$ cat src/rtl/mlr_pkg.sv
// Shared types and constants for the midpoint line rasterizer.
// No dependencies; every other file imports this package.
package mlr_pkg;

   localparam int COORD_W  = 17;  // endpoint and walk coordinates, signed
   localparam int DELTA_W  = 18;  // dx, dy, |dy| and screen row, signed
   localparam int STEP_W   = 19;  // doubled deltas, signed
   localparam int DEC_W    = 21;  // decision term, signed
   localparam int IN_W     = 16;
   localparam int COLOUR_W = 24;
   localparam int PIX_W    = 9;

   localparam int DEF_SCREEN_WIDTH  = 512;
   localparam int DEF_SCREEN_HEIGHT = 512;

   // power of two, so the queue pointers wrap by themselves
   localparam int QUEUE_DEPTH = 2;

   typedef enum logic {
      OP_START = 1'b0,
      OP_STEP  = 1'b1
   } opcode_type;

   typedef enum logic [1:0] {
      MODE_SHALLOW    = 2'd0,
      MODE_STEEP_UP   = 2'd1,
      MODE_STEEP_DOWN = 2'd2
   } mode_type;

   // classified command handed from front to back
   typedef struct packed {
      opcode_type                  op;
      mode_type                    mode;
      logic signed [COORD_W-1:0]   x0;
      logic signed [COORD_W-1:0]   y0;
      logic signed [COORD_W-1:0]   stop;
      logic signed [DEC_W-1:0]     decision;
      logic signed [STEP_W-1:0]    step_a;
      logic signed [STEP_W-1:0]    step_b;
      logic                        y_down;
      logic [COLOUR_W-1:0]         colour;
   } cmd_type;

   typedef struct packed {
      logic [PIX_W-1:0]    col;
      logic [PIX_W-1:0]    row;
      logic [COLOUR_W-1:0] colour;
      logic                write_enable;
      logic                last;
   } pixel_type;

endpackage

$ cat src/rtl/mlr_queue.sv
// Small first-in first-out word queue used between the rasterizer stages.
// Depends on mlr_pkg for the depth.
module mlr_queue
   import mlr_pkg::*;
#(
   parameter int WIDTH = 1
) (
   input  logic             clock,
   input  logic             reset,
   input  logic             push,
   input  logic [WIDTH-1:0] data_in,
   output logic             full,
   input  logic             pop,
   output logic [WIDTH-1:0] data_out,
   output logic             empty
);

   localparam int PTR_W = (QUEUE_DEPTH > 1) ? $clog2(QUEUE_DEPTH) : 1;
   localparam int CNT_W = $clog2(QUEUE_DEPTH + 1);

   logic [WIDTH-1:0] mem_ff [QUEUE_DEPTH];
   logic [PTR_W-1:0] wr_ptr_ff, wr_ptr_in;
   logic [PTR_W-1:0] rd_ptr_ff, rd_ptr_in;
   logic [CNT_W-1:0] count_ff, count_in;
   logic             do_push, do_pop;

   assign full     = (count_ff == CNT_W'(QUEUE_DEPTH));
   assign empty    = (count_ff == '0);
   assign do_push  = push && !full;
   assign do_pop   = pop && !empty;
   assign data_out = mem_ff[rd_ptr_ff];

   always_comb begin
      wr_ptr_in = do_push ? wr_ptr_ff + PTR_W'(1) : wr_ptr_ff;
      rd_ptr_in = do_pop  ? rd_ptr_ff + PTR_W'(1) : rd_ptr_ff;
      count_in  = count_ff;
      if (do_push && !do_pop) begin
         count_in = count_ff + CNT_W'(1);
      end else if (do_pop && !do_push) begin
         count_in = count_ff - CNT_W'(1);
      end
   end

   always_ff @(posedge clock) begin
      if (do_push) begin
         mem_ff[wr_ptr_ff] <= data_in;
      end
   end

   always_ff @(posedge clock) begin
      if (reset) begin
         wr_ptr_ff <= '0;
         rd_ptr_ff <= '0;
         count_ff  <= '0;
      end else begin
         wr_ptr_ff <= wr_ptr_in;
         rd_ptr_ff <= rd_ptr_in;
         count_ff  <= count_in;
      end
   end

endmodule

$ cat src/rtl/mlr_front.sv
// Front end: orders the endpoints, classifies the line and sets up the
// doubled decision term. Depends on mlr_pkg.
module mlr_front
   import mlr_pkg::*;
(
   input  logic                       opcode,
   input  logic signed [IN_W-1:0]     start_x,
   input  logic signed [IN_W-1:0]     start_y,
   input  logic signed [IN_W-1:0]     end_x,
   input  logic signed [IN_W-1:0]     end_y,
   input  logic [COLOUR_W-1:0]        line_colour,
   output cmd_type                    cmd
);

   logic                      swap;
   logic signed [DELTA_W-1:0] x0, y0, x1, y1;
   logic signed [DELTA_W-1:0] dx, dy, ady;
   logic signed [STEP_W-1:0]  two_ady, two_dx;

   always_comb begin
      swap = (end_x < start_x);
      x0   = DELTA_W'(swap ? end_x : start_x);
      y0   = DELTA_W'(swap ? end_y : start_y);
      x1   = DELTA_W'(swap ? start_x : end_x);
      y1   = DELTA_W'(swap ? start_y : end_y);
      dx   = x1 - x0;
      dy   = y1 - y0;
      ady  = dy[DELTA_W-1] ? -dy : dy;
      two_ady = {ady, 1'b0};
      two_dx  = {dx, 1'b0};

      cmd.op     = opcode_type'(opcode);
      cmd.x0     = COORD_W'(x0);
      cmd.y0     = COORD_W'(y0);
      cmd.step_a = two_ady;
      cmd.step_b = two_dx;
      cmd.y_down = dy[DELTA_W-1];
      cmd.colour = line_colour;

      if (dx >= ady) begin
         cmd.mode     = MODE_SHALLOW;
         cmd.stop     = COORD_W'(x1);
         cmd.decision = DEC_W'(two_ady) - DEC_W'(dx);
      end else if (!dy[DELTA_W-1]) begin
         cmd.mode     = MODE_STEEP_UP;
         cmd.stop     = COORD_W'(y1);
         cmd.decision = DEC_W'(dy) - DEC_W'(two_dx);
      end else begin
         cmd.mode     = MODE_STEEP_DOWN;
         cmd.stop     = COORD_W'(y1);
         cmd.decision = DEC_W'(two_dx) - DEC_W'(ady);
      end
   end

endmodule

$ cat src/rtl/mlr_back.sv
// Back end: holds the line being walked and turns each step command of an active line
// into one pixel word. Depends on mlr_pkg.
module mlr_back
   import mlr_pkg::*;
#(
   parameter int SCREEN_WIDTH  = DEF_SCREEN_WIDTH,
   parameter int SCREEN_HEIGHT = DEF_SCREEN_HEIGHT
) (
   input  logic      clock,
   input  logic      reset,
   input  cmd_type   cmd,
   input  logic      cmd_empty,
   output logic      cmd_pop,
   output pixel_type pix,
   output logic      pix_push,
   input  logic      pix_full
);

   localparam logic signed [DELTA_W-1:0] W_LIM   = DELTA_W'(SCREEN_WIDTH);
   localparam logic signed [DELTA_W-1:0] H_LIM   = DELTA_W'(SCREEN_HEIGHT);
   localparam logic signed [DELTA_W-1:0] ROW_TOP = DELTA_W'(SCREEN_HEIGHT - 1);

   logic                      active_ff, active_in;
   mode_type                  mode_ff, mode_in;
   logic signed [COORD_W-1:0] x_ff, x_in;
   logic signed [COORD_W-1:0] y_ff, y_in;
   logic signed [COORD_W-1:0] stop_ff, stop_in;
   logic signed [DEC_W-1:0]   dec_ff, dec_in;
   logic signed [STEP_W-1:0]  step_a_ff, step_a_in;
   logic signed [STEP_W-1:0]  step_b_ff, step_b_in;
   logic                      y_down_ff, y_down_in;
   logic [COLOUR_W-1:0]       colour_ff, colour_in;

   logic                      is_start, emit, last, on_screen, dec_pos, dec_neg;
   logic signed [DELTA_W-1:0] x_ext, row;
   logic signed [DEC_W-1:0]   a_ext, b_ext;

   always_comb begin
      is_start = !cmd_empty && (cmd.op == OP_START);
      emit     = !cmd_empty && (cmd.op == OP_STEP) && active_ff;
      cmd_pop  = !cmd_empty && (!emit || !pix_full);
      pix_push = emit && !pix_full;

      x_ext     = DELTA_W'(x_ff);
      row       = ROW_TOP - DELTA_W'(y_ff);
      on_screen = !x_ext[DELTA_W-1] && (x_ext < W_LIM) &&
                  !row[DELTA_W-1] && (row < H_LIM);
      last      = (mode_ff == MODE_SHALLOW) ? (x_ff == stop_ff) : (y_ff == stop_ff);

      pix.col          = on_screen ? x_ff[PIX_W-1:0] : '0;
      pix.row          = on_screen ? row[PIX_W-1:0] : '0;
      pix.colour       = colour_ff;
      pix.write_enable = on_screen;
      pix.last         = last;

      dec_neg = dec_ff[DEC_W-1];
      dec_pos = !dec_neg && (dec_ff != '0);
      a_ext   = DEC_W'(step_a_ff);
      b_ext   = DEC_W'(step_b_ff);

      active_in = active_ff;
      mode_in   = mode_ff;
      x_in      = x_ff;
      y_in      = y_ff;
      stop_in   = stop_ff;
      dec_in    = dec_ff;
      step_a_in = step_a_ff;
      step_b_in = step_b_ff;
      y_down_in = y_down_ff;
      colour_in = colour_ff;

      if (cmd_pop && is_start) begin
         // a start abandons whatever line was in progress
         active_in = 1'b1;
         mode_in   = cmd.mode;
         x_in      = cmd.x0;
         y_in      = cmd.y0;
         stop_in   = cmd.stop;
         dec_in    = cmd.decision;
         step_a_in = cmd.step_a;
         step_b_in = cmd.step_b;
         y_down_in = cmd.y_down;
         colour_in = cmd.colour;
      end else if (pix_push) begin
         if (last) begin
            active_in = 1'b0;
         end else begin
            case (mode_ff)
               MODE_SHALLOW: begin
                  x_in = x_ff + COORD_W'(1);
                  if (dec_pos) begin
                     y_in   = y_down_ff ? y_ff - COORD_W'(1) : y_ff + COORD_W'(1);
                     dec_in = dec_ff - b_ext + a_ext;
                  end else begin
                     dec_in = dec_ff + a_ext;
                  end
               end
               MODE_STEEP_UP: begin
                  y_in = y_ff + COORD_W'(1);
                  if (dec_neg) begin
                     x_in   = x_ff + COORD_W'(1);
                     dec_in = dec_ff + a_ext - b_ext;
                  end else begin
                     dec_in = dec_ff - b_ext;
                  end
               end
               default: begin
                  y_in = y_ff - COORD_W'(1);
                  if (dec_pos) begin
                     x_in   = x_ff + COORD_W'(1);
                     dec_in = dec_ff - a_ext + b_ext;
                  end else begin
                     dec_in = dec_ff + b_ext;
                  end
               end
            endcase
         end
      end
   end

   always_ff @(posedge clock) begin
      if (reset) begin
         active_ff <= 1'b0;
      end else begin
         active_ff <= active_in;
      end
   end

   always_ff @(posedge clock) begin
      mode_ff   <= mode_in;
      x_ff      <= x_in;
      y_ff      <= y_in;
      stop_ff   <= stop_in;
      dec_ff    <= dec_in;
      step_a_ff <= step_a_in;
      step_b_ff <= step_b_in;
      y_down_ff <= y_down_in;
      colour_ff <= colour_in;
   end

endmodule

$ cat src/rtl/midpoint_line_rasterizer_core.sv
// Channel   Ports                 Moves
// -------   -------------------   ------------------------------------------
// request   req_push / req_full  one command word: start a line or step it
// response  rsp_pop / rsp_empty  one pixel word per step of an active line
//
// One word per clock in both directions when nothing stalls: the front end classifies a
// start combinationally, and the back end makes one pixel per cycle with adds and a sign
// test on the decision term. Two-word queues part front, back and output.
// Synchronous active-high reset empties both queues and idles the walker.
// A full pixel queue stalls the walker; the request side keeps taking words
// until the command queue fills. Starts and idle steps cost no output slot.
// Top level; depends on mlr_pkg, mlr_front, mlr_queue and mlr_back.
module midpoint_line_rasterizer_core
   import mlr_pkg::*;
#(
   parameter int SCREEN_WIDTH  = DEF_SCREEN_WIDTH,
   parameter int SCREEN_HEIGHT = DEF_SCREEN_HEIGHT
) (
   input  logic                   clock,
   input  logic                   reset,
   input  logic                   req_push,
   output logic                   req_full,
   input  logic                   req_opcode,
   input  logic signed [IN_W-1:0] req_start_x,
   input  logic signed [IN_W-1:0] req_start_y,
   input  logic signed [IN_W-1:0] req_end_x,
   input  logic signed [IN_W-1:0] req_end_y,
   input  logic [COLOUR_W-1:0]    req_line_colour,
   output logic                   rsp_empty,
   input  logic                   rsp_pop,
   output logic [PIX_W-1:0]       rsp_pixel_col,
   output logic [PIX_W-1:0]       rsp_pixel_row,
   output logic [COLOUR_W-1:0]    rsp_pixel_colour,
   output logic                   rsp_write_enable,
   output logic                   rsp_last_pixel
);

   localparam int CMD_W = $bits(cmd_type);
   localparam int PIX_BITS = $bits(pixel_type);

   cmd_type             front_cmd, back_cmd;
   logic [CMD_W-1:0]    back_cmd_vec;
   logic                cmd_empty, cmd_pop;
   pixel_type           back_pix, out_pix;
   logic [PIX_BITS-1:0] out_pix_vec;
   logic                pix_push, pix_full;

   mlr_front u_front (
      .opcode      (req_opcode),
      .start_x     (req_start_x),
      .start_y     (req_start_y),
      .end_x       (req_end_x),
      .end_y       (req_end_y),
      .line_colour (req_line_colour),
      .cmd         (front_cmd)
   );

   mlr_queue #(.WIDTH(CMD_W)) u_cmd_queue (
      .clock    (clock),
      .reset    (reset),
      .push     (req_push),
      .data_in  (front_cmd),
      .full     (req_full),
      .pop      (cmd_pop),
      .data_out (back_cmd_vec),
      .empty    (cmd_empty)
   );

   assign back_cmd = cmd_type'(back_cmd_vec);

   mlr_back #(
      .SCREEN_WIDTH  (SCREEN_WIDTH),
      .SCREEN_HEIGHT (SCREEN_HEIGHT)
   ) u_back (
      .clock     (clock),
      .reset     (reset),
      .cmd       (back_cmd),
      .cmd_empty (cmd_empty),
      .cmd_pop   (cmd_pop),
      .pix       (back_pix),
      .pix_push  (pix_push),
      .pix_full  (pix_full)
   );

   mlr_queue #(.WIDTH(PIX_BITS)) u_pix_queue (
      .clock    (clock),
      .reset    (reset),
      .push     (pix_push),
      .data_in  (back_pix),
      .full     (pix_full),
      .pop      (rsp_pop),
      .data_out (out_pix_vec),
      .empty    (rsp_empty)
   );

   assign out_pix          = pixel_type'(out_pix_vec);
   assign rsp_pixel_col    = out_pix.col;
   assign rsp_pixel_row    = out_pix.row;
   assign rsp_pixel_colour = out_pix.colour;
   assign rsp_write_enable = out_pix.write_enable;
   assign rsp_last_pixel   = out_pix.last;

endmodule

$ cat config.mk
export PLATFORM = sky130hd
export DESIGN_NAME = midpoint_line_rasterizer_core
export DESIGN_NICKNAME = d
export VERILOG_FILES = /design/src/rtl/mlr_pkg.sv /design/src/rtl/mlr_queue.sv /design/src/rtl/mlr_front.sv /design/src/rtl/mlr_back.sv /design/src/rtl/midpoint_line_rasterizer_core.sv
export SDC_FILE = /design/constraint.sdc
export NUM_CORES = 1
export LEC_CHECK = 0
export BUFFER_PORTS_ARGS = -buffer_cell sky130_fd_sc_hd__clkbuf_2
export CORE_MARGIN = 2
export CORE_UTILIZATION = 28
export DETAILED_ROUTE_END_ITERATION = 6
export PLACE_DENSITY = 0.47
export SLEW_MARGIN = 20
export SYNTH_ARGS = -nofsm -noshare
export SYNTH_HDL_FRONTEND = slang
export SYNTH_HIERARCHICAL = 1
export SYNTH_SLANG_ARGS = --single-unit
$ cat constraint.sdc
create_clock -name clock -period 11.3 [get_ports clock]
set_input_delay 0.565 -clock clock [delete_from_list [all_inputs] [get_ports clock]]
set_output_delay 0.565 -clock clock [all_outputs]
set_load 0.1 [all_outputs]
==> results.py, run 1 <==
metrics = {
    "floorplan": {
        "io_pins": 139,
        "core_mm2": 0.123,
        "die_area_mm2": 0.127,
        "num_rows": 129,
        "fp.dieW_um": 356,
        "initial_core_util_pct": 28.1,
        "die_h_um": 356,
    },
    "grt": {
        "grt_pass1_vias": 24200,
        "grt_pass1_wl_um": 150000,
        "grt_max_degree": 93,
        "antenna_found_initial": 3,
        "grt_use_total_pct": 15.4,
        "grt_overflow_total": 0,
    },
    "synth": {
        "seq_area_frac_synth_pct": 43.9,
        "synth_edf_count": 501,
        "synth_cells": 3277,
        "ys_ff_latch": 512,
        "async_flop_share_pct": 0,
        "post_synth.cell_area_avg_um2": 10.6,
        "yosys.area_share.xor_xnor_pct": 6.44,
        "synthSimpleGateAreaFrac_pct": 11.2,
        "ys_types": 114,
        "synth-compound-area-share_pct": 13.8,
        "synth_top_family_by_area": "compound AO/OA/AOI/OAI gates",
        "syn_area_mm2": 0.0347,
        "ys.flop_type": "edfxtp_1",
        "yosys_warnings": 6,
        "synthMuxAreaShare_pct": 8.73,
        "synth_fa_ha_area_share_pct": 10.4,
    },
    "route": {
        "wl_um": 98700,
        "dr.pass1.iters": 5,
        "drc_errors": 0,
        "route.met2.wl_um": 45800,
        "drt-met1-wl_um": 47300,
        "wl_met3_um": 3830,
        "avgRoutedWirePerCell_um": 19.5,
        "ant_nets": 0,
        "highest-signal-layer": "met5",
        "via_per_inst": 4.84,
        "vias": 24500,
        "drt_iter0_markers": 1546,
    },
    "cells_and_area": {
        "final_layout_size_suffix_gt1_share_pct": 15.5,
        "insertedDiodeCount": 0,
        "fin_nets": 3714,
        "final_common_cell": "edfxtp_1",
        "most-common-layout-cells": "edfxtp_1 (501), inv_1 (271), nor2_1 (234)",
        "syn_to_final_growth_pct": 12.0,
    },
    "timing": {
        "rsz0062_at_grt": "no",
        "drv_slew": 0,
        "tns_ps": 0,
        "setup_viol": 0,
        "finalCriticalPeriod_ps": 8500,
        "fmax_mhz": 118,
        "timing.final.crit_share_pct": 75.3,
        "tightest_slew_ps": 1110,
        "hold_violations": 0,
        "fin_hold_ws_ps": 86.9,
        "slew_headroom_pct": 25.0,
        "fin_worst_skew_ps": 71.2,
    },
    "cts": {
        "clk_pin_slew_ps": 60,
        "cts_hold_buf": 0,
        "clockBufferDepth": 3,
        "tritoncts": "built",
        "cts_root_buf": "clkbuf_16",
        "clock_latency_ps": 670,
        "cts_resized": 0,
        "cts_buffers": 58,
        "cts.sinks": 512,
        "cts_setup_buffers": 0,
        "htree_num_levels": 2,
    },
    "critical_path": {
        "cpMostUsedCell": "ha_1",
        "cpMaxStageDelayCell": "ha_1",
        "end_kind": "register",
        "critPathKind": "in2reg",
        "start_kind": "input port",
        "path_max_fanout": 29,
        "critical_path_required_ps": 11690,
        "slowest_delay_ps": 590,
        "worstPathArrival_ps": 8890,
    },
    "place": {
        "globalplace.congestion": 0.903,
        "place.detailed.hpwl_um": 74300,
        "portBuffers": 138,
    },
    "status": {
        "status": "finished clean",
    },
    "run": {
        "maxCapViolations": 0,
    },
    "min_path": {
        "hold_path_class": "in2reg",
    },
}
[kinds of logic after synthesis]
group | count (synthesis)
flip-flops | 512
XOR/XNOR | 244
buffers and inverters | 422
AND/OR/NAND/NOR | 810
other | 2
AO/OA/AOI/OAI | 732
multiplexers | 278
adder cells (fa/ha/maj) | 277
[worst paths after layout]
check,slack [ps],to,startpoint,depth (start not counted)
setup reg to reg,5940,u_back/dec_ff[20],u_back/dec_ff[0],20
hold / removal,90,u_cmd_queue/mem_ff[1][15],req_line_colour[15],1
hold reg to reg,440,u_pix_queue/mem_ff[0][16],u_back/colour_ff[14],0
setup / recovery,2800,u_cmd_queue/mem_ff[0][100],req_start_x[15],32
[area by class of cell]
cell class              instances  area (µm²)
clock buffers                  72        1500
clock inverters                36         458
fillers                     12700       84600
inverters                     278        1050
multi-input cells            2347       17600
flip-flops and latches        512       15300
well taps                    1637        2050
repair buffers                173         953
[critical path: cells and delay by family]
kind | cells | cell delay (ps)
muxes | 3 | 870
AOI/OAI and AO/OA | 12 | 3430
xor gates and xnor gates | 2 | 690
buffers and inverters | 4 | 670
and+or+nand+nor | 6 | 910
adders and majority gates | 5 | 1710
[flip-flops by register name, indices dropped and copies added (netlist names), named ones only]
signal                 cells
u_back/x_ff               17
u_back/y_down_ff           1
u_back/colour_ff          24
u_back/step_b_ff          19
u_pix_queue/wr_ptr_ff      1
u_pix_queue/rd_ptr_ff      1
u_back/dec_ff             21
u_pix_queue/mem_ff        88
u_cmd_queue/rd_ptr_ff      1
u_cmd_queue/mem_ff       276
u_back/mode_ff             2
u_cmd_queue/wr_ptr_ff      1
u_pix_queue/count_ff       2
u_back/active_ff           1
u_cmd_queue/count_ff       2
u_back/step_a_ff          19
u_back/y_ff               17
u_back/stop_ff            17
[synth_stat cells, types with 9 or more instances]
cell | instances | area [µm²]
nand4_1 | 16 | 100
o21ai_1 | 11 | 55.1
buf_4 | 51 | 383
o31ai_1 | 21 | 158
clkbuf_1 | 58 | 218
nor2_1 | 236 | 886
o21a_1 | 26 | 195
nand3_1 | 57 | 285
o21ai_0 | 169 | 846
and3_1 | 14 | 87.6
nand2_1 | 232 | 871
nor3_1 | 41 | 205
inv_1 | 273 | 1020
o22ai_1 | 11 | 68.8
fa_1 | 28 | 561
xnor2_1 | 141 | 1230
nor2b_1 | 42 | 263
or3_1 | 19 | 119
buf_2 | 17 | 85.1
a21o_1 | 35 | 263
a21boi_0 | 15 | 113
ha_1 | 223 | 2790
a31oi_1 | 35 | 219
maj3_1 | 24 | 240
o21bai_1 | 31 | 233
and2_1 | 28 | 175
a221oi_1 | 12 | 105
nand2b_1 | 51 | 319
a21oi_1 | 198 | 991
buf_6 | 9 | 101
nor4_1 | 19 | 119
xor2_1 | 92 | 806
mux2i_1 | 88 | 881
edfxtp_1 | 501 | 15000
a211oi_1 | 28 | 210
dfxtp_1 | 11 | 220
o211ai_1 | 30 | 225
mux2_2 | 188 | 2120
[routing by layer]
metal	vias up	track usage, %
li1	12000	-
met1	11900	21.5
met2	450	25.3
met3	97	1.85
met4	6	3.49
met5	-	0
[metrics by stage]
stage                     cells  setup slack (ps)  utilization [%]  instance area (µm²)
final                      5055              2800             31.5                38900
after global routing       5055              2210             31.5                38900
after CTS                  5055              2860             31.5                38900
after detailed placement   4947              2150             29.9                36900
after global placement     4947              2330             29.9                36900
after floorplan            3281              2730                -                34800
Power of run 1 is not shown: default switching activity piles up to over one toggle a cycle in this logic, so the estimate is an artifact.
==> run 2: changes to the inputs <==
ABC_AREA = 1   (was unset)
PLACE_DENSITY = 0.49   (was 0.47)
clock period = 7.5 ns   (was 11.3 ns; I/O delays follow)
==> results.py, run 2 <==
metrics = {
    "status": {
        "status": "finished with violations",
        "violations": "DRC",
    },
    "cells_and_area": {
        "top_regs": "u_cmd_queue/mem_ff (276), u_pix_queue/mem_ff (88), u_back/colour_ff (24)",
        "fin_nets": 4883,
        "fill_cells": 14100,
        "top_register": "u_cmd_queue/mem_ff",
        "final_common_cell": "nand2_1",
        "final_layout_size_suffix_gt1_share_pct": 13.5,
        "stdcell_area_mm2": 0.0418,
        "most-common-layout-cells": "nand2_1 (1,078), inv_1 (612), edfxtp_1 (501)",
        "syn_to_final_growth_pct": 12.2,
        "largest_register_ffs": 276,
    },
    "synth": {
        "yosysMostFrequentCell": "nand2_1",
        "synth_top_area_share_pct": 40.4,
        "async_flop_share_pct": 0,
        "ys.flop_type": "edfxtp_1",
        "seq_area_frac_synth_pct": 40.9,
        "ys_types": 73,
        "yosys.area.top_type": "edfxtp_1",
        "synth_edf_count": 501,
        "syn_area_mm2": 0.0373,
        "synth.area.top_cells": "edfxtp_1 (40%), nand2_1 (11%), ha_1 (7.5%)",
        "synth_cells": 4395,
        "yosys_warnings": 6,
        "ys_ff_latch": 512,
        "synth_common_cells": "nand2_1 (1,078), inv_1 (612), edfxtp_1 (501), nand3_1 (318), nor2_1 (303)",
        "post_synth.cell_area_avg_um2": 8.48,
    },
    "timing": {
        "slew_headroom_pct": 31.4,
        "fin_ws_ps": 1260,
        "fin_worst_skew_ps": 52.8,
        "fmax_mhz": 160,
        "rsz0062_at_grt": "no",
        "hold_violations": 0,
        "finalCriticalPeriod_ps": 6240,
        "drv_slew": 0,
        "setup_viol": 0,
        "timing.final.crit_share_pct": 83.2,
        "tightest_slew_ps": 1030,
        "tns_ps": 0,
    },
    "critical_path": {
        "path_max_fanout": 67,
        "slowest_delay_ps": 520,
        "critical_path_required_ps": 7920,
        "worstPathArrival_ps": 6660,
        "cpMaxStageDelayCell": "nand2_4",
        "start_kind": "input port",
        "critPathKind": "in2reg",
        "end_kind": "register",
        "cpMostUsedCell": "nand2_1",
    },
    "grt": {
        "grt_pass1_vias": 29400,
        "grt_max_degree": 152,
        "grt_overflow_total": 0,
        "grt_use_total_pct": 18.1,
        "antenna_found_initial": 4,
        "grt_pass1_wl_um": 188000,
    },
    "route": {
        "wl_met3_um": 6550,
        "route.met2.wl_um": 56200,
        "highest-signal-layer": "met5",
        "dr.pass1.iters": 7,
        "drc_errors": 5,
        "drt_iter0_markers": 2688,
        "via_per_inst": 4.83,
        "avgRoutedWirePerCell_um": 19.9,
        "vias": 30600,
        "wl_um": 126000,
        "ant_nets": 0,
        "drt-met1-wl_um": 59400,
    },
    "min_path": {
        "hold_path_class": "in2reg",
    },
    "cts": {
        "cts_setup_buffers": 0,
        "tritoncts": "built",
        "cts_buffers": 59,
        "cts_hold_buf": 26,
        "cts.sinks": 512,
        "clockBufferDepth": 3,
        "cts_root_buf": "clkbuf_16",
        "cts_resized": 0,
        "clk_pin_slew_ps": 60,
        "htree_num_levels": 2,
        "clock_latency_ps": 660,
    },
    "place": {
        "portBuffers": 138,
        "place.detailed.hpwl_um": 101000,
        "pre_cts_ws_ps": 738,
        "globalplace.congestion": 0.966,
        "detailed_place.area_mm2": 0.0396,
    },
    "run": {
        "maxCapViolations": 0,
    },
    "floorplan": {
        "io_pins": 139,
        "die_area_mm2": 0.136,
        "die_h_um": 369,
        "num_rows": 133,
        "core_mm2": 0.132,
        "initial_core_util_pct": 28.3,
        "fp.dieW_um": 369,
    },
}
[run 2: logic make-up (layout without fill, tap and decap cells)]
group	count (synthesis)	count (layout)	synth area share, %
flip-flops	512	512	40.9
buffers and inverters	766	948	9.05
other	2	7	0.0201
AO/OA/AOI/OAI	632	632	9.69
adder cells (fa/ha/maj)	251	251	8.99
AND/OR/NAND/NOR	1925	1925	22.3
multiplexers	184	184	5.95
XOR/XNOR	123	123	3.01
[run 2: worst paths after layout]
| path | from | to | slack, ps | cells after the start |
|---|---|---|---|---|
| max | req_start_x[15] | u_cmd_queue/mem_ff[0][88] | 1260 | 45 |
| min | rsp_pop | u_pix_queue/rd_ptr_ff | 80 | 4 |
| max reg2reg | u_back/dec_ff[0] | u_back/dec_ff[17] | 2750 | 23 |
| min reg2reg | u_back/colour_ff[23] | u_pix_queue/mem_ff[1][25] | 440 | 0 |
[run 2: per-layer routing]
metal	vias to the layer above	track usage [%]
li1	15000	-
met1	14600	25.9
met2	937	28.5
met3	156	1.98
met4	6	5.43
met5	-	0
[run 2: per-stage QoR]
step / hold slack [ps] / std cells / utilization (%)
after floorplan: 421 / 4399 / -
after global placement: 422 / 6207 / 30.1
after detailed placement: 429 / 6207 / 30.1
after CTS: 32.1 / 6336 / 31.7
after global routing: 92.6 / 6336 / 31.7
final: 80.1 / 6337 / 31.7
[run 2: cell type report]
type,count,area [µm²],share of cell area (%)
timing repair buffer,210,1310,3.13
inverter,635,2390,5.71
antenna,1,2.50,0.00598
clock buffer,68,1510,3.61
multi-input combinational,3121,18700,44.8
clock inverter,35,424,1.01
tap,1755,2200,5.25
sequential,512,15300,36.5
[run 2: critical path: cells and delay by family]
family	cells	cell delay [ps]
fa+ha+maj	4	1230
compound gates	3	340
xor+xnor	1	360
simple gates	30	3450
buf+inv	7	860
Power of run 2 is left out for the same reason.
